===== src/sv/complex_arithmetic_unit_assert.svh =====
// assertion macros shared by the complex arithmetic unit
`ifndef COMPLEX_ARITHMETIC_UNIT_ASSERT_SVH
`define COMPLEX_ARITHMETIC_UNIT_ASSERT_SVH

// same-cycle implication, checked only out of reset
`define CAU_ASSERT_IMPL(lbl, clk, rstn, ante, cons) \
  lbl: assert property (@(posedge clk) disable iff (!(rstn)) (ante) |-> (cons)) \
    else $error("assertion failed");

// next-cycle implication, checked only out of reset
`define CAU_ASSERT_NEXT(lbl, clk, rstn, ante, cons) \
  lbl: assert property (@(posedge clk) disable iff (!(rstn)) (ante) |=> (cons)) \
    else $error("assertion failed");

`endif


===== src/sv/cau_pkg.sv =====
// types and constants of the complex arithmetic unit
`default_nettype none
package cau_pkg;

  localparam int WORD_BITS = 16;
  localparam int FRAC_BITS = 8;
  localparam int PROD_BITS = 2 * WORD_BITS;

  typedef enum logic [1:0] {
    OP_ADD = 2'd0,
    OP_SUB = 2'd1,
    OP_MUL = 2'd2,
    OP_DIV = 2'd3
  } op_t;

  localparam logic [1:0] ST_OK  = 2'd0;
  localparam logic [1:0] ST_SAT = 2'd1;
  localparam logic [1:0] ST_DZ  = 2'd2;

  typedef struct packed {
    logic [1:0]                  func;
    logic signed [WORD_BITS-1:0] a_real;
    logic signed [WORD_BITS-1:0] a_imag;
    logic signed [WORD_BITS-1:0] b_real;
    logic signed [WORD_BITS-1:0] b_imag;
  } cau_in_t;

  typedef struct packed {
    logic signed [WORD_BITS-1:0] res_real;
    logic signed [WORD_BITS-1:0] res_imag;
    logic [1:0]                  status;
  } cau_out_t;

  // classified item between front and back
  typedef struct packed {
    op_t                         op;
    logic                        dz;
    logic signed [WORD_BITS-1:0] ar;
    logic signed [WORD_BITS-1:0] ai;
    logic signed [WORD_BITS-1:0] br;
    logic signed [WORD_BITS-1:0] bi;
  } cau_entry_t;

endpackage
`default_nettype wire


===== src/sv/cau_front.sv =====
// front end: decodes the operation and flags a zero divisor
`default_nettype none
module cau_front (
  input  cau_pkg::cau_in_t    in_data,
  output cau_pkg::cau_entry_t entry
);
  always_comb begin
    entry.op = cau_pkg::op_t'(in_data.func);
    entry.ar = in_data.a_real;
    entry.ai = in_data.a_imag;
    entry.br = in_data.b_real;
    entry.bi = in_data.b_imag;
    unique case (cau_pkg::op_t'(in_data.func))
      cau_pkg::OP_DIV: entry.dz = (in_data.b_real == '0) && (in_data.b_imag == '0);
      default:         entry.dz = 1'b0;
    endcase
  end
endmodule
`default_nettype wire


===== config.mk =====
export PLATFORM = sky130hd
export DESIGN_NAME = cau_front
export DESIGN_NICKNAME = d
export VERILOG_FILES = /design/src/sv/complex_arithmetic_unit_assert.svh /design/src/sv/cau_pkg.sv /design/src/sv/cau_front.sv
export SDC_FILE = /design/constraint.sdc
export NUM_CORES = 1
export LEC_CHECK = 0
export ABC_AREA = 1
export BUFFER_PORTS_ARGS = -buffer_cell sky130_fd_sc_hd__buf_2
export CAP_MARGIN = 5
export CORE_ASPECT_RATIO = 1.4
export CORE_MARGIN = 10
export CORE_UTILIZATION = 25
export DETAILED_ROUTE_END_ITERATION = 8
export GPL_ROUTABILITY_DRIVEN = 0
export PLACE_DENSITY_LB_ADDON = 0.15
export SLEW_MARGIN = 20
export SYNTH_ARGS = -nofsm -noshare
export SYNTH_HDL_FRONTEND = slang
export SYNTH_SLANG_ARGS = --single-unit

===== constraint.sdc =====
create_clock -name vclk -period 0.8
set_clock_uncertainty 0.05 [all_clocks]
set_input_delay 0.08 -clock vclk [all_inputs]
set_output_delay 0.08 -clock vclk [all_outputs]
set_load 0.01 [all_outputs]

==> results.yml <==
detailed_routing:
  routed_wl_um: 1900
  drc_errors: 0
  viasPerCell: 4.28
  vias: 544
  wl_per_cell_um: 14.9
  ant_nets: 0
  drt-pass1-iter-count: 4
  drtIter0Drc: 18
sta:
  fin_ws_ps: -91.2
  setup_viol: 1
  whs_ps: 110
  timing.slew.headroom: 0.931
  hold_viol: 0
  tns_ps: -91.2
  finalCriticalPeriod_ps: 891
  slew_viol_final: 0
  rsz0062_at_grt: "yes"
  max_freq_mhz: 1120
  period_share: 1.11
  tightest_slew_ps: 103
setup_path:
  crit_path_start_kind: "primary input"
  cp_slowest_stage_delay_ps: 130
  slowest_stage: "buf_2"
  path_common_cell: "nor2_1"
  crit_arrival_ps: 760
  cp_max_fo: 2
  crit_type: "primary input to output pin"
  cp-end-kind: "output pin"
  path_cells: "buf_8, nor2_4, nand2_1, nor2_1, nand3_1, nor2_1, buf_2"
  cp.required_ps: 670
place:
  hpwl_um: 1650
  numPortBuffers: 69
  dp_cells: 126
  pre_cts_slack_ps: -130
  place_area_um2: 515
synth:
  synthCells: 97
  synth_area_um2: 614
  yosysUniqueCellTypes: 4
  yosysWarnings: 0
  synth.most_common_cell: "buf_4"
  syn_nets: 163
  yosys-top-cells-count: "buf_4 (66), nor2_1 (21), nand2_1 (8)"
  yosys.area.top_type: "buf_4"
  syn_area_per_cell_um2: 6.33
  synth_top_area_share: 0.807
  synthTopCellsByArea: "buf_4 (81%), nor2_1 (13%), nand2_1 (4.9%), nand3_1 (1.6%)"
  yosysSeqAreaShare: 0
power:
  swShare: 0.448
  internal_power_mw: 0.186
  powerDensity_nw_per_um2: 526
  netSwitchingPower_mw: 0.151
  p_seq_frac: 0
  total_power_mw: 0.338
  comb_power_share: 1.000
  p_leak_nw: 0.363
  clkPwrFrac: 0
  vdd_drop_max_mv: 0.145
run_status:
  violations: "setup timing"
  status: "finished, violations left"
finish:
  stdcell_area_um2: 642
  final_nets: 172
  regArea_um2: 0
  n_antenna_cell: 0
  design.seq.count: 0
  fin_util: 0.271
  stdcell_count: 127
  drive_above_1_share: 0.798
  synthToLayoutAreaGrowth_pct: 4.48
  clock_buffers: 0
floorplan:
  die_w_um: 61.9
  io_pins: 133
  rows: 21
  initial_core_util: 0.260
  dieArea_um2: 4870
  fp.dieH_um: 78.7
  core_region_area_um2: 2360
run:
  max_cap_viol_count: 0
clock_network:
  cts-hold-fix-buffers: 0
global_routing:
  grt_pass1_wl_um: 2410
  grt_pass1_vias: 552
  grt_use_total: 0.0587
  grt.overflow.total: 0
  grt_antenna_before_repair: 0
  grt_max_degree: 3
worst_hold_path:
  holdCritPathClass: "primary input to output pin"
  hold_path_depth: 0
metal layers:
layer	GRT usage	vias to the layer above	wire length, µm
met5	0	-	0
met3	0.0338	6	362
met1	0.0455	233	446
met2	0.111	60	1050
li1	-	245	-
met4	0.0224	0	40
final cells by class:
type,count,area (µm²)
fill,276,1720
timing repair buffer,73,454
multi-input combinational,31,159
tap,23,28.8
cells by family (layout without fill, tap and decap cells):
logic type / after synthesis / count (layout) / synth area share
buf+inv: 66 / 73 / 0.807
simple gates: 31 / 31 / 0.193
power groups by stage:
stage / registers (mW) / clock network, mW / logic [mW]
detailed placement: 0 / 0 / 0.280
global placement: 0 / 0 / 0.280
global route: 0 / 0 / 0.370
CTS: 0 / 0 / 0.282
floorplan: 0 / 0 / 0.363
finish: 0 / 0 / 0.338
worst max-delay path: cells and delay by family:
kind                   cells  cell delay [ps]
buffers and inverters      2              230
and+or+nand+nor            5              440
worst paths after layout:
check	to	startpoint	slack, ps
min	entry[38]	in_data[38]	110
max	entry[64]	in_data[18]	-90
placed cells by master, fill, tap and decap left out, drive strengths merged:
master	synthesis	layout
buf	66	73
nand2	8	8
nand3	2	2
nor2	21	21
what timing repair did:
action                                  in CTS  in global routing
setup buffers                                0                  1
pin swaps                                    0                 18
resized for setup                            1                 27
endpoints found under the setup margin       1                  1
Power figures use the tool's default switching activity.
