===== src/sv/complex_arithmetic_unit_assert.svh =====
// assertion macros shared by the complex arithmetic unit
`ifndef COMPLEX_ARITHMETIC_UNIT_ASSERT_SVH
`define COMPLEX_ARITHMETIC_UNIT_ASSERT_SVH

// same-cycle implication, checked only out of reset
`define CAU_ASSERT_IMPL(lbl, clk, rstn, ante, cons) \
  lbl: assert property (@(posedge clk) disable iff (!(rstn)) (ante) |-> (cons)) \
    else $error("assertion failed");

// next-cycle implication, checked only out of reset
`define CAU_ASSERT_NEXT(lbl, clk, rstn, ante, cons) \
  lbl: assert property (@(posedge clk) disable iff (!(rstn)) (ante) |=> (cons)) \
    else $error("assertion failed");

`endif


===== src/sv/cau_pkg.sv =====
// types and constants of the complex arithmetic unit
`default_nettype none
package cau_pkg;

  localparam int WORD_BITS = 16;
  localparam int FRAC_BITS = 8;
  localparam int PROD_BITS = 2 * WORD_BITS;

  typedef enum logic [1:0] {
    OP_ADD = 2'd0,
    OP_SUB = 2'd1,
    OP_MUL = 2'd2,
    OP_DIV = 2'd3
  } op_t;

  localparam logic [1:0] ST_OK  = 2'd0;
  localparam logic [1:0] ST_SAT = 2'd1;
  localparam logic [1:0] ST_DZ  = 2'd2;

  typedef struct packed {
    logic [1:0]                  func;
    logic signed [WORD_BITS-1:0] a_real;
    logic signed [WORD_BITS-1:0] a_imag;
    logic signed [WORD_BITS-1:0] b_real;
    logic signed [WORD_BITS-1:0] b_imag;
  } cau_in_t;

  typedef struct packed {
    logic signed [WORD_BITS-1:0] res_real;
    logic signed [WORD_BITS-1:0] res_imag;
    logic [1:0]                  status;
  } cau_out_t;

  // classified item between front and back
  typedef struct packed {
    op_t                         op;
    logic                        dz;
    logic signed [WORD_BITS-1:0] ar;
    logic signed [WORD_BITS-1:0] ai;
    logic signed [WORD_BITS-1:0] br;
    logic signed [WORD_BITS-1:0] bi;
  } cau_entry_t;

endpackage
`default_nettype wire


===== src/sv/cau_queue.sv =====
// two-entry queue between front and back
`default_nettype none
`include "complex_arithmetic_unit_assert.svh"
module cau_queue (
  input  wire                  clk,
  input  wire                  rst_n,
  input  wire                  push,
  input  cau_pkg::cau_entry_t  push_data,
  output logic                 full,
  input  wire                  pop,
  output logic                 not_empty,
  output cau_pkg::cau_entry_t  pop_data
);
  cau_pkg::cau_entry_t mem_r [2];
  logic       wp_r, rp_r;
  logic [1:0] cnt_r, cnt_nxt;

  assign full      = (cnt_r == 2'd2);
  assign not_empty = (cnt_r != 2'd0);
  assign pop_data  = mem_r[rp_r];

  always_comb begin
    cnt_nxt = cnt_r;
    case ({push, pop})
      2'b10:   cnt_nxt = cnt_r + 2'd1;
      2'b01:   cnt_nxt = cnt_r - 2'd1;
      default: cnt_nxt = cnt_r;
    endcase
  end

  always_ff @(posedge clk) begin
    if (!rst_n) begin
      wp_r  <= 1'b0;
      rp_r  <= 1'b0;
      cnt_r <= 2'd0;
    end else begin
      cnt_r <= cnt_nxt;
      if (push) wp_r <= ~wp_r;
      if (pop)  rp_r <= ~rp_r;
    end
  end

  always_ff @(posedge clk) begin
    if (push) mem_r[wp_r] <= push_data;
  end

  `CAU_ASSERT_IMPL(a_no_overflow, clk, rst_n, push, !full || pop)
  `CAU_ASSERT_IMPL(a_no_underflow, clk, rst_n, pop, not_empty)
endmodule
`default_nettype wire


===== config.mk =====
export PLATFORM = sky130hd
export DESIGN_NAME = cau_queue
export DESIGN_NICKNAME = d
export VERILOG_FILES = /design/src/sv/cau_pkg.sv /design/src/sv/cau_queue.sv
export VERILOG_INCLUDE_DIRS = /design/src /design/src/sv
export SDC_FILE = /design/constraint.sdc
export NUM_CORES = 1
export LEC_CHECK = 0
export ABC_CLOCK_PERIOD_IN_PS = 8300
export BUFFER_PORTS_ARGS = -buffer_cell sky130_fd_sc_hd__buf_4
export CAP_MARGIN = 20
export CORE_UTILIZATION = 50
export CTS_CLUSTER_DIAMETER = 60
export DETAILED_ROUTE_END_ITERATION = 8
export PLACE_DENSITY = 0.83
export RECOVER_POWER = 50
export SLEW_MARGIN = 10
export SYNTH_ARGS = -nofsm -noshare
export SYNTH_HDL_FRONTEND = slang
export SYNTH_SLANG_ARGS = --single-unit

===== constraint.sdc =====
create_clock -name clk -period 8.3 [get_ports clk]
set_input_delay 0.415 -clock clk [delete_from_list [all_inputs] [get_ports clk]]
set_output_delay 0.415 -clock clk [all_outputs]
set_load 0.005 [all_outputs]

==> reports/qor.log, run 1 <==
INFO  run_status     run_status=finished, violations left
INFO  run_status     failing_checks=capacitance limit, slew limit
INFO  clock_tree     post_cts_resize_count=0
INFO  timing         tightest_slew=3.83ns
INFO  timing         fin_ws=4.63ns
INFO  final_layout   filler_cell_count=645
INFO  setup_path     cp.required=8.33ns
INFO  routing        antenna_violating_nets_post_route=0
INFO  timing         setup-violations-final=0
INFO  global_routing gr-total-overflow=0
INFO  synthesis      synth.net_count=302
INFO  final_layout   drive_above_1_share=57.4%
INFO  clock_tree     cts_tree=yes
INFO  setup_path     start_kind=flip-flop
INFO  power          static-leakage-power=2.53nW
INFO  timing         maxSlewViolCount=68
INFO  routing        drt_wl_total=8620um
INFO  global_routing grt_max_degree=68
INFO  clock_tree     cts_made_buffers=17
INFO  clock_tree     path_clk_slew=0.06ns
INFO  timing         period_minus_slack=3.67ns
INFO  setup_path     ff2ff_setup_slack=4.63ns
INFO  timing         totalNegativeSetupSlack=0ns
INFO  timing         worst_clock_skew=0.00683ns
INFO  floorplan      fp.coreArea=9770um^2
INFO  power          report.power.total=1.82mW
INFO  routing        remaining_drc_errors=0
INFO  timing         post_route_clock_period_utilization=44.2%
INFO  floorplan      dieArea=10500um^2
INFO  placement      finalWeightedCongestion=0.663
INFO  synthesis      ys_types=18
INFO  placement      preCtsSetupSlack=5.92ns
INFO  timing         hold_viol=0
INFO  routing        routedWlPerCell=16.3um
INFO  synthesis      yosys_warnings=0
INFO  clock_tree     post_cts.repair.setup_buffers=0
INFO  job            maxCapViolCount=1
INFO  setup_path     cp_data_arrival_time=3.70ns
INFO  floorplan      starting_density_of_the_core=51.6%
INFO  placement      io_buffers=139
INFO  synthesis      synth-seq-area-share=81.8%
INFO  floorplan      floorplan.io_pins=140
INFO  placement      detailed_place_hpwl=5350um
INFO  routing        drt_pre_antenna_iters=4
INFO  global_routing vias_in_the_first_global_route=2600
INFO  setup_path     crit_type=flip-flop to flip-flop
INFO  final_layout   mostFrequentLayoutCell=sky130_fd_sc_hd__edfxtp_1
INFO  clock_tree     hold_buffers=0
INFO  synthesis      syn-cell-area=5040um^2
INFO  setup_path     path_cells=nor2_4 -> clkbuf_1
INFO  clock_tree     cts_buffer_depth=2
INFO  routing        drt_first_iter_violations=99
INFO  final_layout   layout.cells.most_common_list=134 x sky130_fd_sc_hd__edfxtp_1, 74 x sky130_fd_sc_hd__buf_4, 67 x sky130_fd_sc_hd__mux2_2
INFO  timing         fmaxAchievable=273MHz
INFO  setup_path     cp_slowest_cell=sky130_fd_sc_hd__clkbuf_1
INFO  placement      area_of_placed_instances=6240um^2
INFO  global_routing number_of_antenna_violations_at_the_first_check_in_global_routing=0
INFO  floorplan      die_h=102um
INFO  timing         hold-worst-slack=0.103ns
INFO  clock_tree     clock-sinks=139
INFO  timing         grt_setup_unrepaired=false
INFO  floorplan      num_rows=36
INFO  power          vdd_ir_drop_max=0.135mV
INFO  global_routing grt_first_pass_wirelength=12700um
INFO  hold_path      worst_hold_path_type=input pin to flip-flop
INFO  routing        route.vias.total=2611
INFO  timing         slew_headroom=-155%
INFO  final_layout   area_growth_from_synthesis_to_final_layout=35.6%
INFO  synthesis      avgSynthCellArea=21.9um^2
INFO  routing        routed_via_density=4.93
INFO  setup_path     slowest_delay=2.70ns
INFO  synthesis      syn_inst=230
INFO  final_layout   antenna_cells_inserted=0
INFO  synthesis      ff_latch_count_synth=139
INFO  final_layout   post-route-cell-area=6840um^2
INFO  global_routing grt.total_usage=17.1%
INFO  power          pwr_density_cell=266nW/um^2
INFO  setup_path     critical_path_peak_fanout=67
INFO  clock_tree     cts-htree-levels=4
INFO  final_layout   nNetsFinal=456
INFO  setup_path     critical_path.endpoint_type=flip-flop
INFO  clock_tree     clock_latency_at_the_later_pin_of_the_worst_skew_pair=0.52ns
INFO  clock_tree     cts_root_buf=sky130_fd_sc_hd__clkbuf_8
INFO  floorplan      die_w=102um
[state kept, by name, summed over array words and instances (netlist names), named ones only]
name,count
wp_r,1
rp_r,1
cnt_r,2
mem_r,134
[routing by layer]
layer  share of wire, %  global-route usage [%]
met1                 39                    19.0
met2                 53                    28.6
met3                6.7                    7.25
met4                1.4                    8.02
met5                  0                       0
[cell type report]
| type | instances | area (um^2) | area share, % |
|---|---|---|---|
| clock buffers | 18 | 418 | 6.11 |
| clock inverters | 14 | 244 | 3.57 |
| inverters | 1 | 3.75 | 0.0549 |
| multi-input cells | 83 | 878 | 12.8 |
| flip-flops and latches | 139 | 4130 | 60.3 |
| well taps | 133 | 166 | 2.43 |
| repair buffers | 142 | 1000 | 14.7 |
[power breakdown]
part / switching (mW) / internal, mW / total (mW) / leakage [nW]
Combinational: 0.0621 / 0.0956 / 0.158 / 0.915
Sequential: 0.0154 / 0.813 / 0.829 / 1.30
Clock: 0.280 / 0.551 / 0.831 / 0.316
[cells in the mapped netlist, drive strengths merged]
cell type	count	area, um^2
or2	1	6.26
o21a	1	7.51
or3	1	6.26
xnor2	2	17.5
a21boi	1	7.51
and2	4	25.0
buf	7	45.0
xor2	1	8.76
dfxtp	5	100
nor2b	1	6.26
ha	1	12.5
and2b	1	8.76
mux2	67	754
edfxtp	134	4020
o21ai	1	5.00
inv	1	3.75
nor2	1	3.75
[worst max-delay path: cells and delay by family, from the launching register on]
kind                   cells  cell delay, ns
AND/OR/NAND/NOR            1            0.11
flip-flops                 1            0.35
buffers and inverters      1            2.70
[cell families after synthesis]
group | Yosys count | synth area share (%)
fa+ha+maj | 1 | 0.248
xor+xnor | 3 | 0.521
compound gates | 3 | 0.397
mux | 67 | 15.0
simple gates | 9 | 1.12
flops | 139 | 81.8
buf+inv | 8 | 0.968
[worst paths after layout]
check / startpoint / cells after the start / end
setup / recovery: wp_r$_SDFFE_PN0P_ / 2 / mem_r[0][54]$_DFFE_PP_
hold / removal: push_data[14] / 1 / mem_r[1][14]$_DFFE_PP_
setup reg to reg: wp_r$_SDFFE_PN0P_ / 2 / mem_r[0][54]$_DFFE_PP_
hold reg to reg: cnt_r[1]$_SDFFE_PN0P_ / 2 / cnt_r[1]$_SDFFE_PN0P_
[stage by stage]
stage | utilization [%] | cells
after floorplan | - | 230
after global placement | 63.8 | 498
after detailed placement | 63.8 | 498
after CTS | 70.6 | 530
after global routing | 70.0 | 530
final | 70.0 | 530
(Power assumes the default switching activity.)
==> run 2: changes to the inputs <==
--- a/config.mk
+++ b/config.mk
@@ -6,13 +6,14 @@
 export SDC_FILE = /design/constraint.sdc
 export NUM_CORES = 1
 export LEC_CHECK = 0
-export ABC_CLOCK_PERIOD_IN_PS = 8300
+export ABC_AREA = 1
+export ABC_CLOCK_PERIOD_IN_PS = 2900
 export BUFFER_PORTS_ARGS = -buffer_cell sky130_fd_sc_hd__buf_4
 export CAP_MARGIN = 20
-export CORE_UTILIZATION = 50
+export CORE_UTILIZATION = 47
 export CTS_CLUSTER_DIAMETER = 60
 export DETAILED_ROUTE_END_ITERATION = 8
-export PLACE_DENSITY = 0.83
+export PLACE_DENSITY = 0.82
 export RECOVER_POWER = 50
 export SLEW_MARGIN = 10
 export SYNTH_ARGS = -nofsm -noshare
==> constraint.sdc (replaced) <==
create_clock -name clk -period 2.9 [get_ports clk]
set_input_delay 0.145 -clock clk [delete_from_list [all_inputs] [get_ports clk]]
set_output_delay 0.145 -clock clk [all_outputs]
set_load 0.005 [all_outputs]
==> reports/qor.log, run 2 <==
INFO  run_status     run_status=finished, violations left [unchanged]
INFO  run_status     failing_checks=capacitance limit, slew limit [unchanged]
INFO  final_layout   mostFrequentLayoutCell=sky130_fd_sc_hd__edfxtp_1 [unchanged]
INFO  clock_tree     cts_buffer_depth=2 [unchanged]
INFO  clock_tree     path_clk_slew=0.06ns [about the same]
INFO  power          pwr_density_cell=652nW/um^2 [was 266 nW/um^2]
INFO  routing        drt_first_iter_violations=84 [was 99]
INFO  synthesis      yosys-top-cells-count=134 x sky130_fd_sc_hd__edfxtp_1, 37 x sky130_fd_sc_hd__mux2_2, 30 x sky130_fd_sc_hd__mux2_4 [was 134 x sky130_fd_sc_hd__edfxtp_1, 67 x sky130_fd_sc_hd__mux2_2, 5 x sky130_fd_sc_hd__dfxtp_1]
INFO  routing        route.vias.total=2978 [was 2611]
INFO  global_routing vias_in_the_first_global_route=3175 [was 2600]
INFO  power          power_switching=1.00mW [was 0.357 mW]
INFO  placement      finalWeightedCongestion=0.665 [was 0.663]
INFO  timing         period_minus_slack=2.20ns
INFO  clock_tree     cts-htree-levels=4 [unchanged]
INFO  timing         post_route_clock_period_utilization=76.0%
INFO  floorplan      fp.coreArea=10500um^2 [was 9770 um^2]
INFO  timing         totalNegativeSetupSlack=0ns [unchanged]
INFO  floorplan      die_h=107um [was 102 um]
INFO  power          pwr-share-clk=41.5% [was 45.7%]
INFO  synthesis      syn-cell-area=5170um^2 [was 5040 um^2]
INFO  synthesis      dominantRegCellSynth=sky130_fd_sc_hd__edfxtp_1 [unchanged]
INFO  setup_path     start_kind=flip-flop [unchanged]
INFO  synthesis      ys_types=14 [was 18]
INFO  job            maxCapViolCount=1 [unchanged]
INFO  synthesis      synth_enable_flop_cells=134 [unchanged]
INFO  power          vdd_ir_drop_max=0.408mV [was 0.135 mV]
INFO  placement      detailed_place_hpwl=5810um [was 5350 um]
INFO  floorplan      starting_density_of_the_core=49.2% [was 51.6%]
INFO  clock_tree     cts_tree=yes [unchanged]
INFO  timing         setup-violations-final=0 [unchanged]
INFO  global_routing gr-total-overflow=0 [unchanged]
INFO  synthesis      syn_inst=243 [was 230]
INFO  synthesis      synth.top_cell.area_share=77.8% [was 79.8%]
INFO  power          power.internal=3.94mW [was 1.46 mW]
INFO  timing         tightest_slew=1.69ns [was 3.83 ns]
INFO  floorplan      num_rows=37 [was 36]
INFO  synthesis      yosys_warnings=0 [unchanged]
INFO  routing        drt_wl_total=10400um [was 8620 um]
INFO  power          power.switching_fraction=20.3% [was 19.7%]
INFO  setup_path     cp.required=2.76ns [was 8.33 ns]
INFO  final_layout   largest_reg_flops=134 [unchanged]
INFO  routing        drt_pre_antenna_iters=4 [unchanged]
INFO  global_routing grt_first_pass_wirelength=16100um [was 12700 um]
INFO  setup_path     critical_path_peak_fanout=37 [was 67]
INFO  floorplan      floorplan.io_pins=140 [unchanged]
INFO  timing         maxSlewViolCount=30 [was 68]
INFO  placement      io_buffers=139 [unchanged]
INFO  global_routing grt.total_usage=19.5% [was 17.1%]
INFO  synthesis      yosys.cell_count.top_type=sky130_fd_sc_hd__edfxtp_1 [unchanged]
INFO  synthesis      synth-seq-area-share=79.7% [was 81.8%]
INFO  power          seqPwrFrac=47.9% [was 45.6%]
INFO  synthesis      netlist.top_cell.by_area=sky130_fd_sc_hd__edfxtp_1 [unchanged]
INFO  setup_path     critical_path.endpoint_type=output port [was flip-flop]
INFO  global_routing number_of_antenna_violations_at_the_first_check_in_global_routing=0 [unchanged]
INFO  power          static-leakage-power=2.93nW [was 2.53 nW]
INFO  routing        remaining_drc_errors=0 [unchanged]
INFO  synthesis      synth.net_count=315 [was 302]
INFO  timing         fmaxAchievable=454MHz
INFO  clock_tree     cts_made_buffers=17 [unchanged]
INFO  routing        routedWlPerCell=16.9um [was 16.3 um]
INFO  final_layout   top_reg_by_flops=mem_r [unchanged]
INFO  final_layout   antenna_cells_inserted=0 [unchanged]
INFO  clock_tree     clock-sinks=139 [unchanged]
INFO  floorplan      dieArea=11400um^2 [was 10500 um^2]
INFO  synthesis      netlist_top_cells_area=sky130_fd_sc_hd__edfxtp_1 78%, sky130_fd_sc_hd__mux2_4 8.7%, sky130_fd_sc_hd__mux2_2 8.1% [was sky130_fd_sc_hd__edfxtp_1 80%, sky130_fd_sc_hd__mux2_2 15%, sky130_fd_sc_hd__dfxtp_1 2.0%]
INFO  clock_tree     cts_root_buf=sky130_fd_sc_hd__clkbuf_8 [unchanged]
INFO  timing         worst_clock_skew=0.00677ns [was 0.00683 ns]
INFO  final_layout   nNetsFinal=542 [was 456]
INFO  synthesis      avgSynthCellArea=21.3um^2 [was 21.9 um^2]
INFO  final_layout   final_core_density=72.2% [was 70.0%]
INFO  synthesis      async_flop_share=0% [unchanged]
INFO  routing        routed_via_density=4.82 [was 4.93]
INFO  final_layout   reg_top3=mem_r (134), cnt_r (2) [unchanged]
INFO  clock_tree     clock_latency_at_the_later_pin_of_the_worst_skew_pair=0.51ns [was 0.52 ns]
INFO  timing         slew_headroom=-12.9% [was -155%]
INFO  final_layout   drive_above_1_share=45.4% [was 57.4%]
INFO  final_layout   area_growth_from_synthesis_to_final_layout=46.6% [was 35.6%]
INFO  synthesis      ff_latch_count_synth=139 [unchanged]
INFO  timing         grt_setup_unrepaired=false [unchanged]
INFO  power          power.share.combinational=10.6% [was 8.7%]
INFO  timing         hold_viol=0 [unchanged]
INFO  final_layout   filler_cell_count=654 [was 645]
INFO  floorplan      die_w=107um [was 102 um]
INFO  setup_path     crit_type=flip-flop to output port [was flip-flop to flip-flop]
INFO  global_routing grt_max_degree=39 [was 68]
INFO  setup_path     cp_data_arrival_time=2.06ns [was 3.70 ns]
INFO  hold_path      worst_hold_path_type=input pin to flip-flop [unchanged]
INFO  final_layout   layout.cells.most_common_list=134 x sky130_fd_sc_hd__edfxtp_1, 72 x sky130_fd_sc_hd__buf_4, 71 x sky130_fd_sc_hd__dlygate4sd3_1 [was 134 x sky130_fd_sc_hd__edfxtp_1, 74 x sky130_fd_sc_hd__buf_4, 67 x sky130_fd_sc_hd__mux2_2]
INFO  routing        antenna_violating_nets_post_route=0 [unchanged]
==> run 2: cell types whose count changed after synthesis, moves of 2 or more <==
cell | previous run | this run
sky130_fd_sc_hd__inv_1 | 1 | 6
sky130_fd_sc_hd__and2_1 | 4 | 0
sky130_fd_sc_hd__nand2_1 | 0 | 9
sky130_fd_sc_hd__nor2_1 | 1 | 11
sky130_fd_sc_hd__buf_4 | 4 | 1
sky130_fd_sc_hd__buf_6 | 0 | 3
sky130_fd_sc_hd__xnor2_1 | 2 | 0
sky130_fd_sc_hd__mux2_4 | 0 | 30
sky130_fd_sc_hd__mux2_2 | 67 | 37
==> run 2: timing repair <==
item	CTS	global route
hold endpoints to repair	139	0
endpoints found under the setup margin	0	0
resized for setup	0	0
hold buffers	71	0
setup buffers	0	0
==> run 2: cell type report <==
| type | instances | area, um^2 | share of cell area (%) |
|---|---|---|---|
| clock buffer | 18 | 418 | 5.51 |
| clock inverter | 13 | 153 | 2.01 |
| inverter | 6 | 22.5 | 0.297 |
| multi-input combinational | 91 | 978 | 12.9 |
| sequential | 139 | 4130 | 54.4 |
| tap | 136 | 170 | 2.24 |
| timing repair buffer | 215 | 1720 | 22.6 |
==> run 2: worst max-delay path, cell delays in order, from the launching register on <==
cell and delay (ns):
sky130_fd_sc_hd__dfxtp_4 0.69, sky130_fd_sc_hd__buf_12 0.30, sky130_fd_sc_hd__mux2_2 0.38, sky130_fd_sc_hd__buf_4 0.14
==> run 2: worst paths after layout <==
kind / startpoint / slack [ns] / to / depth (start not counted)
worst min-delay path: push_data[27] / 0.38 / mem_r[0][27]$_DFFE_PP_ / 2
worst max register to register: wp_r$_SDFFE_PN0P_ / 0.79 / mem_r[0][31]$_DFFE_PP_ / 2
worst max-delay path: flip-flop / 0.70 / pop_data[17] / 3
worst min register to register: rp_r$_SDFFE_PN0P_ / 0.51 / rp_r$_SDFFE_PN0P_ / 2
==> run 2: logic make-up after synthesis <==
kind of cell               count (synthesis)  synth area share [%]
and+or+nand+nor                           21                  1.57
AOI/OAI and AO/OA                          2                 0.193
adders and majority gates                  1                 0.242
DFF                                      139                  79.7
buffers and inverters                     13                  1.52
muxes                                     67                  16.8
==> run 2: power by group through the flow <==
stage	Sequential [mW]	Clock [mW]	Combinational, mW
6_report	2.37	2.05	0.525
5_1_grt	2.38	2.18	0.563
4_1_cts	2.37	2.08	0.539
3_5_place_dp	2.41	0	0.458
3_3_place_gp	2.40	0	0.448
2_1_floorplan	2.39	0	0.220
==> run 2: metrics by stage <==
step / total power, mW / cell area (um^2) / instances / hold slack, ns / setup slack [ns]
floorplan: 2.61 / 5180 / 243 / 0.244 / 0.398
global placement: 2.85 / 6390 / 516 / 0.330 / 1.21
detailed placement: 2.87 / 6390 / 516 / 0.332 / 1.20
CTS: 4.99 / 7670 / 618 / 0.339 / 0.654
global route: 5.12 / 7580 / 618 / 0.367 / 0.578
finish: 4.95 / 7580 / 618 / 0.382 / 0.696
==> run 2: routing by layer <==
layer / vias up / track usage [%] / part of all wire (%)
li1: 1400 / - / -
met5: - / 0 / 0
met4: 0 / 8.90 / 2.1
met1: 1454 / 21.2 / 38
met2: 102 / 35.5 / 55
met3: 22 / 4.80 / 4.9
